<file path="config.mk">
export PLATFORM = sky130hd
export DESIGN_NAME = sm3_hash_engine_top
export DESIGN_NICKNAME = d
export VERILOG_FILES = /design/src/rtl/core/sm3_pkg.sv /design/src/rtl/core/sm3_datapath.sv /design/src/rtl/core/sm3_ctrl.sv /design/src/rtl/core/sm3_hash_engine_top.sv
export SDC_FILE = /design/constraint.sdc
export NUM_CORES = 2
export LEC_CHECK = 0
export ABC_AREA = 1
export BUFFER_PORTS_ARGS = -buffer_cell sky130_fd_sc_hd__buf_4
export CAP_MARGIN = 40
export CORE_MARGIN = 2
export CORE_UTILIZATION = 35
export DETAILED_ROUTE_END_ITERATION = 10
export PLACE_DENSITY = 0.49
export SLEW_MARGIN = 40
export SYNTH_ARGS = -nofsm -noshare
export SYNTH_HDL_FRONTEND = slang
export SYNTH_SLANG_ARGS = --single-unit
</file>
<file path="constraint.sdc">
create_clock -name clk -period 34.9 [get_ports clk]
set_clock_uncertainty 0.15 [all_clocks]
set_input_delay 3.49 -clock clk [delete_from_list [all_inputs] [get_ports clk]]
set_output_delay 3.49 -clock clk [all_outputs]
set_load 0.02 [all_outputs]
</file>
<file path="src/rtl/core/sm3_pkg.sv">
// SM3 hash engine shared package: payload types, constants and round functions.
// No dependencies.
package sm3_pkg;

	typedef struct packed {
		logic [31:0] msg_word;
		logic [2:0]  valid_bytes;
		logic        msg_end;
	} sm3_in_t;

	typedef struct packed {
		logic [31:0] digest_word;
		logic [2:0]  word_index;
		logic        last_word;
	} sm3_out_t;

	localparam logic [31:0] IV [8] = '{32'h7380166f, 32'h4914b2b9, 32'h172442d7,
		32'hda8a0600, 32'ha96f30bc, 32'h163138aa, 32'he38dee4d, 32'hb0fb0e4e};
	localparam logic [31:0] T_LOW  = 32'h79cc4519;
	localparam logic [31:0] T_HIGH = 32'h7a879d8a;
	localparam logic [7:0]  PAD_BYTE = 8'h80;

	// datapath commands
	typedef enum logic [2:0] {
		CMD_NOP,
		CMD_WRITE,    // merge bytes into the block buffer
		CMD_LOAD,     // start compression: window <- block, regs <- chain
		CMD_ROUND,    // one compression round
		CMD_FOLD,     // chain ^= regs
		CMD_RESTART   // chain <- IV
	} sm3_cmd_e;

	typedef struct packed {
		sm3_cmd_e    cmd;
		logic [3:0]  widx;
		logic [31:0] wdata;
		logic [3:0]  wmask;
		logic [5:0]  round;
		logic [2:0]  rd_idx;
	} sm3_ctl_t;

	function automatic logic [31:0] rotl(input logic [31:0] x, input logic [4:0] n);
		logic [63:0] d;
		d = {x, x} << n;
		return d[63:32];
	endfunction

	function automatic logic [31:0] p0(input logic [31:0] x);
		return x ^ rotl(x, 5'd9) ^ rotl(x, 5'd17);
	endfunction

	function automatic logic [31:0] p1(input logic [31:0] x);
		return x ^ rotl(x, 5'd15) ^ rotl(x, 5'd23);
	endfunction

endpackage

</file>
<file path="src/rtl/core/sm3_datapath.sv">
// SM3 datapath: block buffer, chaining value, round registers, message window.
// Depends on sm3_pkg.
module sm3_datapath (
	input  logic            clk,
	input  sm3_pkg::sm3_ctl_t ctl,
	output logic [31:0]     chain_word
);
	import sm3_pkg::*;

	logic [31:0] block_q [16];
	logic [31:0] chain_q [8];
	logic [31:0] r_q [8];
	logic [31:0] w_q [16];

	logic [31:0] wnew, wj, wj4, tj, ff, gg, a12, ss1, ss2, tt1, tt2;

	always_comb begin
		wnew = p1(w_q[0] ^ w_q[7] ^ rotl(w_q[13], 5'd15)) ^ rotl(w_q[3], 5'd7) ^ w_q[10];
		wj   = w_q[0];
		wj4  = w_q[4];
		tj   = (ctl.round < 6'd16) ? T_LOW : T_HIGH;
		if (ctl.round < 6'd16) begin
			ff = r_q[0] ^ r_q[1] ^ r_q[2];
			gg = r_q[4] ^ r_q[5] ^ r_q[6];
		end else begin
			ff = (r_q[0] & r_q[1]) | (r_q[0] & r_q[2]) | (r_q[1] & r_q[2]);
			gg = (r_q[4] & r_q[5]) | (~r_q[4] & r_q[6]);
		end
		a12 = rotl(r_q[0], 5'd12);
		ss1 = rotl(a12 + r_q[4] + rotl(tj, ctl.round[4:0]), 5'd7);
		ss2 = ss1 ^ a12;
		tt1 = ff + r_q[3] + ss2 + (wj ^ wj4);
		tt2 = gg + r_q[7] + ss1 + wj;
	end

	always_ff @(posedge clk) begin
		case (ctl.cmd)
			CMD_WRITE: begin
				for (int b = 0; b < 4; b++)
					if (ctl.wmask[b])
						block_q[ctl.widx][b*8 +: 8] <= ctl.wdata[b*8 +: 8];
			end
			CMD_LOAD: begin
				for (int i = 0; i < 16; i++) w_q[i] <= block_q[i];
				for (int i = 0; i < 8; i++) r_q[i] <= chain_q[i];
			end
			CMD_ROUND: begin
				// window shifts one word per round; slot 0 is W[j]
				for (int i = 0; i < 15; i++) w_q[i] <= w_q[i+1];
				w_q[15] <= wnew;
				r_q[0] <= tt1;
				r_q[1] <= r_q[0];
				r_q[2] <= rotl(r_q[1], 5'd9);
				r_q[3] <= r_q[2];
				r_q[4] <= p0(tt2);
				r_q[5] <= r_q[4];
				r_q[6] <= rotl(r_q[5], 5'd19);
				r_q[7] <= r_q[6];
			end
			CMD_FOLD: begin
				for (int i = 0; i < 8; i++) chain_q[i] <= chain_q[i] ^ r_q[i];
			end
			CMD_RESTART: begin
				for (int i = 0; i < 8; i++) chain_q[i] <= IV[i];
			end
			default: ;
		endcase
	end

	assign chain_word = chain_q[ctl.rd_idx];

endmodule

</file>
<file path="src/rtl/core/sm3_ctrl.sv">
// SM3 controller: byte packing, padding, round sequencing and digest output.
// Depends on sm3_pkg.
module sm3_ctrl (
	input  logic              clk,
	input  logic              arst_n,
	input  logic              in_valid,
	output logic              in_ready,
	input  sm3_pkg::sm3_in_t  in_data,
	output logic              out_valid,
	input  logic              out_ready,
	output sm3_pkg::sm3_out_t out_data,
	output sm3_pkg::sm3_ctl_t ctl,
	input  logic [31:0]       chain_word
);
	import sm3_pkg::*;

	typedef enum logic [2:0] {
		S_INIT, S_IDLE, S_BYTES, S_ROUND, S_FOLD, S_OUT
	} state_t;

	typedef enum logic [1:0] {
		PH_MSG, PH_PAD, PH_ZERO, PH_LEN
	} phase_t;

	state_t      state_q;
	logic [5:0]  fill_q;
	logic [60:0] total_q;
	logic [31:0] word_q;
	logic [2:0]  cnt_q;
	logic        end_q;
	phase_t      phase_q;
	logic [5:0]  round_q;
	logic [2:0]  oidx_q;
	logic        ovalid_q;
	logic [63:0] bits_q;
	// first cycle of the round state loads window and working registers
	logic        load_q;

	logic [7:0]  cur_byte;
	logic        push;
	logic [5:0]  fill_n;

	always_comb begin
		cur_byte = 8'h00;
		push     = 1'b0;
		unique case (phase_q)
			PH_MSG: begin
				push = cnt_q != 3'd0;
				cur_byte = word_q[31:24];
			end
			PH_PAD: begin
				push = 1'b1;
				cur_byte = PAD_BYTE;
			end
			PH_ZERO: push = fill_q != 6'd56;
			PH_LEN: begin
				push = 1'b1;
				cur_byte = bits_q[63:56];
			end
			default: ;
		endcase
		fill_n = fill_q + 6'd1;

		ctl = '0;
		ctl.cmd = CMD_NOP;
		ctl.round = round_q;
		ctl.rd_idx = oidx_q;
		ctl.widx = fill_q[5:2];
		ctl.wdata = {4{cur_byte}};
		ctl.wmask = 4'b1000 >> fill_q[1:0];
		unique case (state_q)
			S_INIT:  ctl.cmd = CMD_RESTART;
			S_BYTES: begin
				if (push) ctl.cmd = CMD_WRITE;
			end
			S_ROUND: ctl.cmd = load_q ? CMD_LOAD : CMD_ROUND;
			S_FOLD:  ctl.cmd = CMD_FOLD;
			S_OUT:   ctl.cmd = (out_ready && oidx_q == 3'd7 && ovalid_q) ? CMD_RESTART
				: CMD_NOP;
			default: ;
		endcase
	end

	assign in_ready = state_q == S_IDLE;
	assign out_valid = ovalid_q;
	assign out_data.digest_word = chain_word;
	assign out_data.word_index  = oidx_q;
	assign out_data.last_word   = oidx_q == 3'd7;

	always_ff @(posedge clk or negedge arst_n) begin
		if (!arst_n) begin
			state_q  <= S_INIT;
			fill_q   <= '0;
			total_q  <= '0;
			cnt_q    <= '0;
			end_q    <= 1'b0;
			phase_q  <= PH_MSG;
			round_q  <= '0;
			oidx_q   <= '0;
			ovalid_q <= 1'b0;
			load_q   <= 1'b0;
			word_q   <= '0;
			bits_q   <= '0;
		end else begin
			load_q <= 1'b0;
			unique case (state_q)
				S_INIT: state_q <= S_IDLE;
				S_IDLE: begin
					if (in_valid) begin
						word_q  <= in_data.msg_word;
						cnt_q   <= (in_data.valid_bytes > 3'd4) ? 3'd4 : in_data.valid_bytes;
						end_q   <= in_data.msg_end;
						phase_q <= PH_MSG;
						total_q <= total_q + 61'((in_data.valid_bytes > 3'd4) ? 3'd4
							: in_data.valid_bytes);
						state_q <= S_BYTES;
					end
				end
				S_BYTES: begin
					if (push) begin
						fill_q <= fill_n;
						unique case (phase_q)
							PH_MSG: begin
								word_q <= word_q << 8;
								cnt_q  <= cnt_q - 3'd1;
							end
							PH_PAD: phase_q <= PH_ZERO;
							PH_LEN: begin
								bits_q <= bits_q << 8;
								cnt_q  <= cnt_q - 3'd1;
							end
							default: ;
						endcase
						if (fill_q == 6'd63) begin
							fill_q  <= '0;
							load_q  <= 1'b1;
							round_q <= '0;
							state_q <= S_ROUND;
						end
					end else begin
						unique case (phase_q)
							PH_MSG: begin
								if (end_q) begin
									phase_q <= PH_PAD;
									bits_q  <= {total_q, 3'b000};
								end else
									state_q <= S_IDLE;
							end
							PH_ZERO: begin
								phase_q <= PH_LEN;
								cnt_q   <= 3'd0;
							end
							default: ;
						endcase
					end
					if (phase_q == PH_LEN && push && cnt_q == 3'd1)
						end_q <= 1'b0;
				end
				S_ROUND: begin
					if (!load_q) begin
						round_q <= round_q + 6'd1;
						if (round_q == 6'd63) state_q <= S_FOLD;
					end
				end
				S_FOLD: begin
					// length phase: cnt counts down from 0 through 8 bytes
					if (phase_q == PH_LEN && cnt_q == 3'd0) begin
						state_q  <= S_OUT;
						ovalid_q <= 1'b1;
						oidx_q   <= '0;
					end else
						state_q <= S_BYTES;
				end
				S_OUT: begin
					if (out_ready) begin
						oidx_q <= oidx_q + 3'd1;
						if (oidx_q == 3'd7) begin
							ovalid_q <= 1'b0;
							total_q  <= '0;
							end_q    <= 1'b0;
							phase_q  <= PH_MSG;
							cnt_q    <= '0;
							state_q  <= S_IDLE;
						end
					end
				end
				default: state_q <= S_INIT;
			endcase
		end
	end

	assert property (@(posedge clk) disable iff (!arst_n)
		out_valid |-> state_q == S_OUT)
		else $error("output valid outside digest state");
	assert property (@(posedge clk) disable iff (!arst_n)
		in_ready |-> !out_valid)
		else $error("input taken during digest");
	assert property (@(posedge clk) disable iff (!arst_n)
		load_q |-> state_q == S_ROUND)
		else $error("load outside round state");
	assert property (@(posedge clk) disable iff (!arst_n)
		state_q == S_IDLE |-> cnt_q == 3'd0)
		else $error("bytes left over in idle");

endmodule

</file>
<file path="src/rtl/core/sm3_hash_engine_top.sv">
// SM3 hash engine top level: controller plus datapath.
// Depends on sm3_pkg, sm3_ctrl, sm3_datapath.
//
// Input channel (in_valid/in_ready/in_data): big-endian words of up to four
// message bytes; msg_end marks the last item of a message.
// Output channel (out_valid/out_ready/out_data): eight digest words, indexes
// 0..7, last_word on the eighth. After the eighth the engine restarts from
// the initial vector for the next message.
// Each item is accepted in the idle state, its bytes are written one at a
// time by the byte-serial packer, and the engine then returns to idle; no
// new item is taken before that. Every 64th byte starts a compression: a
// load, 64 rounds (one round per cycle on a single round unit) and a fold.
// A message end pads byte by byte (9 to 72 bytes, one or two compressions)
// before the digest appears; the eight words then leave one per cycle while
// out_ready is high.
// Reset loads the initial vector in the first cycle; no item is taken
// until then. A stalled receiver holds the current digest word and the
// engine accepts no input until all eight words are taken.
module sm3_hash_engine_top (
	input  logic              clk,
	input  logic              arst_n,
	input  logic              in_valid,
	output logic              in_ready,
	input  sm3_pkg::sm3_in_t  in_data,
	output logic              out_valid,
	input  logic              out_ready,
	output sm3_pkg::sm3_out_t out_data
);
	import sm3_pkg::*;

	sm3_ctl_t    ctl;
	logic [31:0] chain_word;

	sm3_ctrl u_ctrl (
		.clk, .arst_n, .in_valid, .in_ready, .in_data,
		.out_valid, .out_ready, .out_data,
		.ctl, .chain_word
	);

	sm3_datapath u_dp (.clk, .ctl, .chain_word);

endmodule
</file>
* Yosys cells after proc, flatten, opt, wreduce, memory -nomap -nowiden *
Memories as Yosys holds them, arrays and structs flattened.
Index checks and enable logic that the tools add are counted.
W data, S select, Z words.

storage, ports and cells
  flip-flop bits (word level) = 183
  memory bits (writable) = 1536
  bits of input ports = 40
  output and inout bits = 38
  word-level logic and storage cells = 281
  memories kept = 4

operators by class
  add/sub/neg operators = 13
  magnitude comparators = 2
  equal/unequal tests = 37
  shift operators = 2
  multiplexer cells = 119
  bitwise gates (word level) = 63
  reductions and logical operators = 29

memories
  name          depth  width  rd ports  clocked after memory_dff  wr ports  line                text
  u_dp.block_q  16     32     16        0                         1         sm3_datapath.sv:10  logic [31:0] block_q [16];
  u_dp.w_q      16     32     16        0                         16        sm3_datapath.sv:13  logic [31:0] w_q [16];
  u_dp.chain_q  8      32     9         0                         8         sm3_datapath.sv:11  logic [31:0] chain_q [8];
  u_dp.r_q      8      32     8         0                         8         sm3_datapath.sv:12  logic [31:0] r_q [8];

operators with widths
  kind                   count
  $mux W32               37
  $xor A32 B32 Y32       22
  $add A32 B32 Y32       8
  $mux W64               4
  $mux W61               3
  $and A32 B32 Y32       5
  $pmux W61 S2           1
  $or A32 B32 Y32        3
  $pmux W32 S2           1
  $shl A64 B5 Y64        1
  $mux W3                21
  $add A61 B61 Y61       1
  $not A32 Y32           1
  $or A1 B1 Y1           32
  $mux W1                30
  $mux W26               1
  $mux W6                4
  $pmux W8 S3            1
  $reduce_and A4 Y1      5
  $pmux W3 S6            1
  $eq A3 B3 Y1 const B   5
  $pmux W3 S5            1
  $add A6 B1 Y6 const B  2
  $eq A3 B2 Y1 const B   4
  other kinds (36)       71

* Depth between registers and ports, before layout *
An unclocked memory read counts as a cell.

  word-level depth = 11
  mapped depth = 50
  mapped depth without buffers = 48

* Hierarchy *
From an unflattened synthesis, not the netlist that was laid out.

second synthesis, totals
  cell total of the unflattened synthesis = 9413
  area total of the unflattened synthesis = 87732.9 µm²

by module, submodules not included
  module        times used  cells an instance  area an instance (µm²)  seq. area each (µm²)
  sm3_datapath  1           7826               76719.8                 44522.7
  sm3_ctrl      1           1587               11013.1                 4504.3

* Least setup slack after synthesis *
No wires, ideal clock.

  path type = reg2reg
  from = register u_ctrl.state_q[0]
  to = memory u_dp.block_q[0][10] (enable)
  setup time = 0.324 ns
  arrival time = 36.324 ns
  data required time = 34.426 ns
  setup slack = -1.898 ns
  cell stages (with the launch flop) = 9
  buffers on the path = 0
  clock period less this slack = 36.798 ns
  cells stage by stage = dfrtp_1 -> nor2_1 -> inv_2 -> nor2_1 -> nor2_1 -> nor2_1 -> nor3_4 -> nand2_4 -> nor2_1

on the way
  cells in the longest elaborated chain, start to end = 5
  elaborated cells between the ends (all ways) = 9
  those cells by class = eq/ne (5); mux (3); reduce/logical (1)

RTL lines
  item                                        line                text
  from (decl)                                 sm3_ctrl.sv:25      state_t state_q;
  from (signal assigned)                      sm3_ctrl.sv:92      state_q <= S_INIT;
  from (signal assigned)                      sm3_ctrl.sv:107     S_INIT: state_q <= S_IDLE;
  from (signal assigned)                      sm3_ctrl.sv:116     state_q <= S_BYTES;
  $eq A3 B3 Y1, or another cell as far along  sm3_ctrl.sv:71      unique case (state_q)
  $pmux W3 S5 (*)                             sm3_ctrl.sv:71
  $eq A3 B1 Y1 (*)                            sm3_datapath.sv:37  case (ctl.cmd)
  $mux W1 (*)                                 sm3_datapath.sv:37
  $mux W1 (not written as such) (*)           sm3_datapath.sv:41  block_q[ctl.widx][b*8 +: 8] <= ctl.wdata[b*8 +: 8];
  to (decl)                                   sm3_datapath.sv:10

Mark *: on every way between the ends. The rest lies on a longest branch, timed or not.

==> impl_metrics.tcl <==
set metrics [dict create \
    status "complete, but fails checks" \
    failed_checks "DRC" \
    start_kind "register" \
    place_hpwl_microns 229000 \
    synthTopCellsByArea "edfxtp_1, nand2_1, dfrtp_1, o21ai_0, fa_1" \
    synth_compound_area_share_pct 8.30 \
    cts_resized 0 \
    synthCells 9000 \
    overflow 0 \
    synth_edf_count 1376 \
    synth_xor_area_share_pct 4.39 \
    cts_tree "yes" \
    worstSetupPathType "reg2reg" \
    worst_setup_path_end_kind "register" \
    vias 64100 \
    die_y_microns 501 \
    fin_crit_sh_pct 27.7 \
    met1Wirelength_microns 145000 \
    whs_ns 0.330 \
    final_cells 12400 \
    synth_area_sq_um 86400 \
    cts_buffers 192 \
    root_buffer "clkbuf_16" \
    antenna_found_initial 10 \
    async_reset_ff_share_pct 10.5 \
    ys_warn_count 0 \
    portBuffers 77 \
    powerDensity_nw_per_um2 44.3 \
    rows 182 \
    syn_nets 9344 \
    utilization_pct 39.6 \
    ys_seq_elements 1716 \
    clk_latency_ns 0.88 \
    avgSynthCellArea_sq_um 9.60 \
    drc 2 \
    hold_viol 0 \
    critical-path-slowest-cell "o21ai_0" \
    postRouteAntennaNets 0 \
    drt_iter0_markers 6375 \
    drv_slew 0 \
    placed_cells_incl_taps 12000 \
    wl_met3_microns 18300 \
    maxCapViolations 0 \
    grt_pass1_vias 61600 \
    io_pins 78 \
    final_nets 9351 \
    clock_sinks 1716 \
    cp.arrival_ns 10.08 \
    p_leak_nw 40.3 \
    setup-tns-final_ns 0 \
    ir_drop_uv 41.4 \
    first_pass_iters 11 \
    die_w_microns 501 \
    avgViaCountPerCell 5.17 \
    min_path_type "reg2reg" \
    setup-violations-final 0 \
    yosys.area.top_type_share_pct 47.8 \
    fmax_mhz 103 \
    worst_ep_required_time_ns 35.30 \
    synth-seq-area-share_pct 56.7 \
    hold_buffers 0 \
    fin_crit_ns 9.68 \
    path_common_cell "nand2_1" \
    gp_congestion 0.996 \
    tightest_slew_ns 0.982 \
    synthAdderAreaFrac_pct 6.04 \
    synth_area_leader_cell "edfxtp_1" \
    fp.coreArea_sq_um 246000 \
    synth_cell_types 62 \
    wl_per_cell_microns 25.6 \
    synth_top_family_by_area "simple AND/OR/NAND/NOR gates" \
    syn2layout_area_growth_pct 12.7 \
    p_total_mw 4.32 \
    drive_gt1_share_pct 6.40 \
    dr_wl_met2_microns 144000 \
    critPathMaxFanout 37 \
    die-area_sq_um 251000 \
    slew_headroom_pct 33.8 \
    rsz0062_at_grt "no" \
    max_stage_delay_ns 0.72 \
    grt_usage_pct 25.0 \
    synth_mux_area_share_pct 0.324 \
    grt_pass1_wl_microns 454000 \
    route.top_layer_used "met5" \
    initial_utilization_pct 35.2 \
    grt_max_degree 149 \
    drt_wl_total_microns 317000 \
    path_clk_slew_ns 0.06 \
    synthSimpleGateAreaFrac_pct 18.3 \
    post-cts-setup-buffer-count 0 \
    synth_top_flop_cell "edfxtp_1" \
    cts_buffer_depth 3 \
    h-tree-depth 4 \
]
## final cells by class
type                            instances  area (sq um)
Fill cell                           24200        148000
Sequential cell                      1716         49000
Multi-Input combinational cell       5999         32800
Clock buffer                          254          5160
Tap cell                             3220          4030
Inverter                              918          3490
Timing Repair Buffer                  180          1570
Clock inverter                        106          1260
Antenna cell                            3          7.51
## logic make-up after synthesis
kind of cell,count (synthesis)
fa+ha+maj,304
flops,1716
mux,28
simple gates,3907
xor+xnor,422
compound gates,1338
buf+inv,1285
## final timing paths
check | to | cells past startpoint | slack [ns] | from
setup / recovery | u_dp.r_q[0][134] | 42 | 25.22 | u_ctrl.round_q[4]
hold / removal | u_dp.chain_q[4][19] | 2 | 0.33 | u_dp.chain_q[4][19]
setup reg to reg | u_dp.r_q[0][134] | 42 | 25.22 | u_ctrl.round_q[4]
hold reg to reg | u_dp.chain_q[4][19] | 2 | 0.33 | u_dp.chain_q[4][19]
max in group asynchronous | u_ctrl.word_q[11] | 2 | 31.12 | arst_n
min in group asynchronous | u_ctrl.bits_q[8] | 1 | 2.40 | arst_n
## metal layers
layer,vias to the layer above,global-route usage [%]
li1,29900,-
met1,31800,35.9
met2,2035,39.2
met3,388,3.38
met4,6,7.48
met5,-,0
## worst max-delay path: cells and delay by family, from the launching register on
kind | cells | cell delay [ns]
and+or+nand+nor | 21 | 2.86
adders and majority gates | 7 | 2.86
AOI/OAI and AO/OA | 4 | 1.55
buffers and inverters | 8 | 1.18
DFF | 1 | 0.32
xor gates and xnor gates | 1 | 0.28
muxes | 1 | 0.16
## where the power goes
part | internal, mW | switching (mW)
Combinational | 0.0144 | 0.0401
Sequential | 2.18 | 0.000829
Clock | 1.18 | 0.904
Total | 3.37 | 0.945
## registers in the layout, summed over array words and instances (netlist names)
register and cells:
u_ctrl.cnt_q 3, u_ctrl.end_q 1, u_ctrl.round_q 6, u_ctrl.fill_q 6, u_ctrl.bits_q 61, u_ctrl.out_valid 1, u_dp.r_q 256, u_dp.w_q 512
u_ctrl.phase_q 2, u_ctrl.state_q 3, u_ctrl.word_q 32, u_ctrl.total_q 61, u_dp.chain_q 256, u_ctrl.load_q 1, u_ctrl.oidx_q 3, u_dp.block_q 512
## through the flow
| stage | cell area [sq um] | setup WS [ns] |
|---|---|---|
| after detailed placement | 90800 | 25.30 |
| after global placement | 90400 | 24.97 |
| after CTS | 97200 | 25.23 |
| after floorplan | 86400 | 11.77 |
| after global routing | 97400 | 24.68 |
| final | 97400 | 25.22 |
## cell usage after synthesis, drive strengths merged (3+ instances only)
cell type and count:
a221oi 3, nand2 2774, clkbuf 186, o21bai 37, nor3b 7, mux2i 28
o211ai 12, o22ai 15, o21a 13, xnor2 147, dfrtp 180, xor2 268
dfxtp 160, o31ai 4, nand4 37, nand3 533, nand3b 30, ha 115
a21o 32, nor4 17, a21boi 4, nor2 433, edfxtp 1376, a21oi 295
xnor3 7, a31o 4, inv 917, and3 3, a31oi 104, or2 8
nor3 62, fa 189, buf 181, o21ai 804
## cell usage in the layout (no fill, tap or decap), types with 104 or more instances in the layout
| cell type | count |
|---|---|
| inv_1 | 900 |
| ha_1 | 115 |
| xnor2_1 | 129 |
| dfrtp_1 | 177 |
| nand2_1 | 2762 |
| edfxtp_1 | 1376 |
| fa_1 | 189 |
| a31oi_1 | 104 |
| a21oi_1 | 288 |
| buf_4 | 145 |
| nand3_1 | 532 |
| o21ai_0 | 758 |
| dfxtp_1 | 160 |
| clkbuf_16 | 194 |
| xor2_1 | 255 |
| nor2_1 | 392 |
Power figures use the tool's default switching activity.
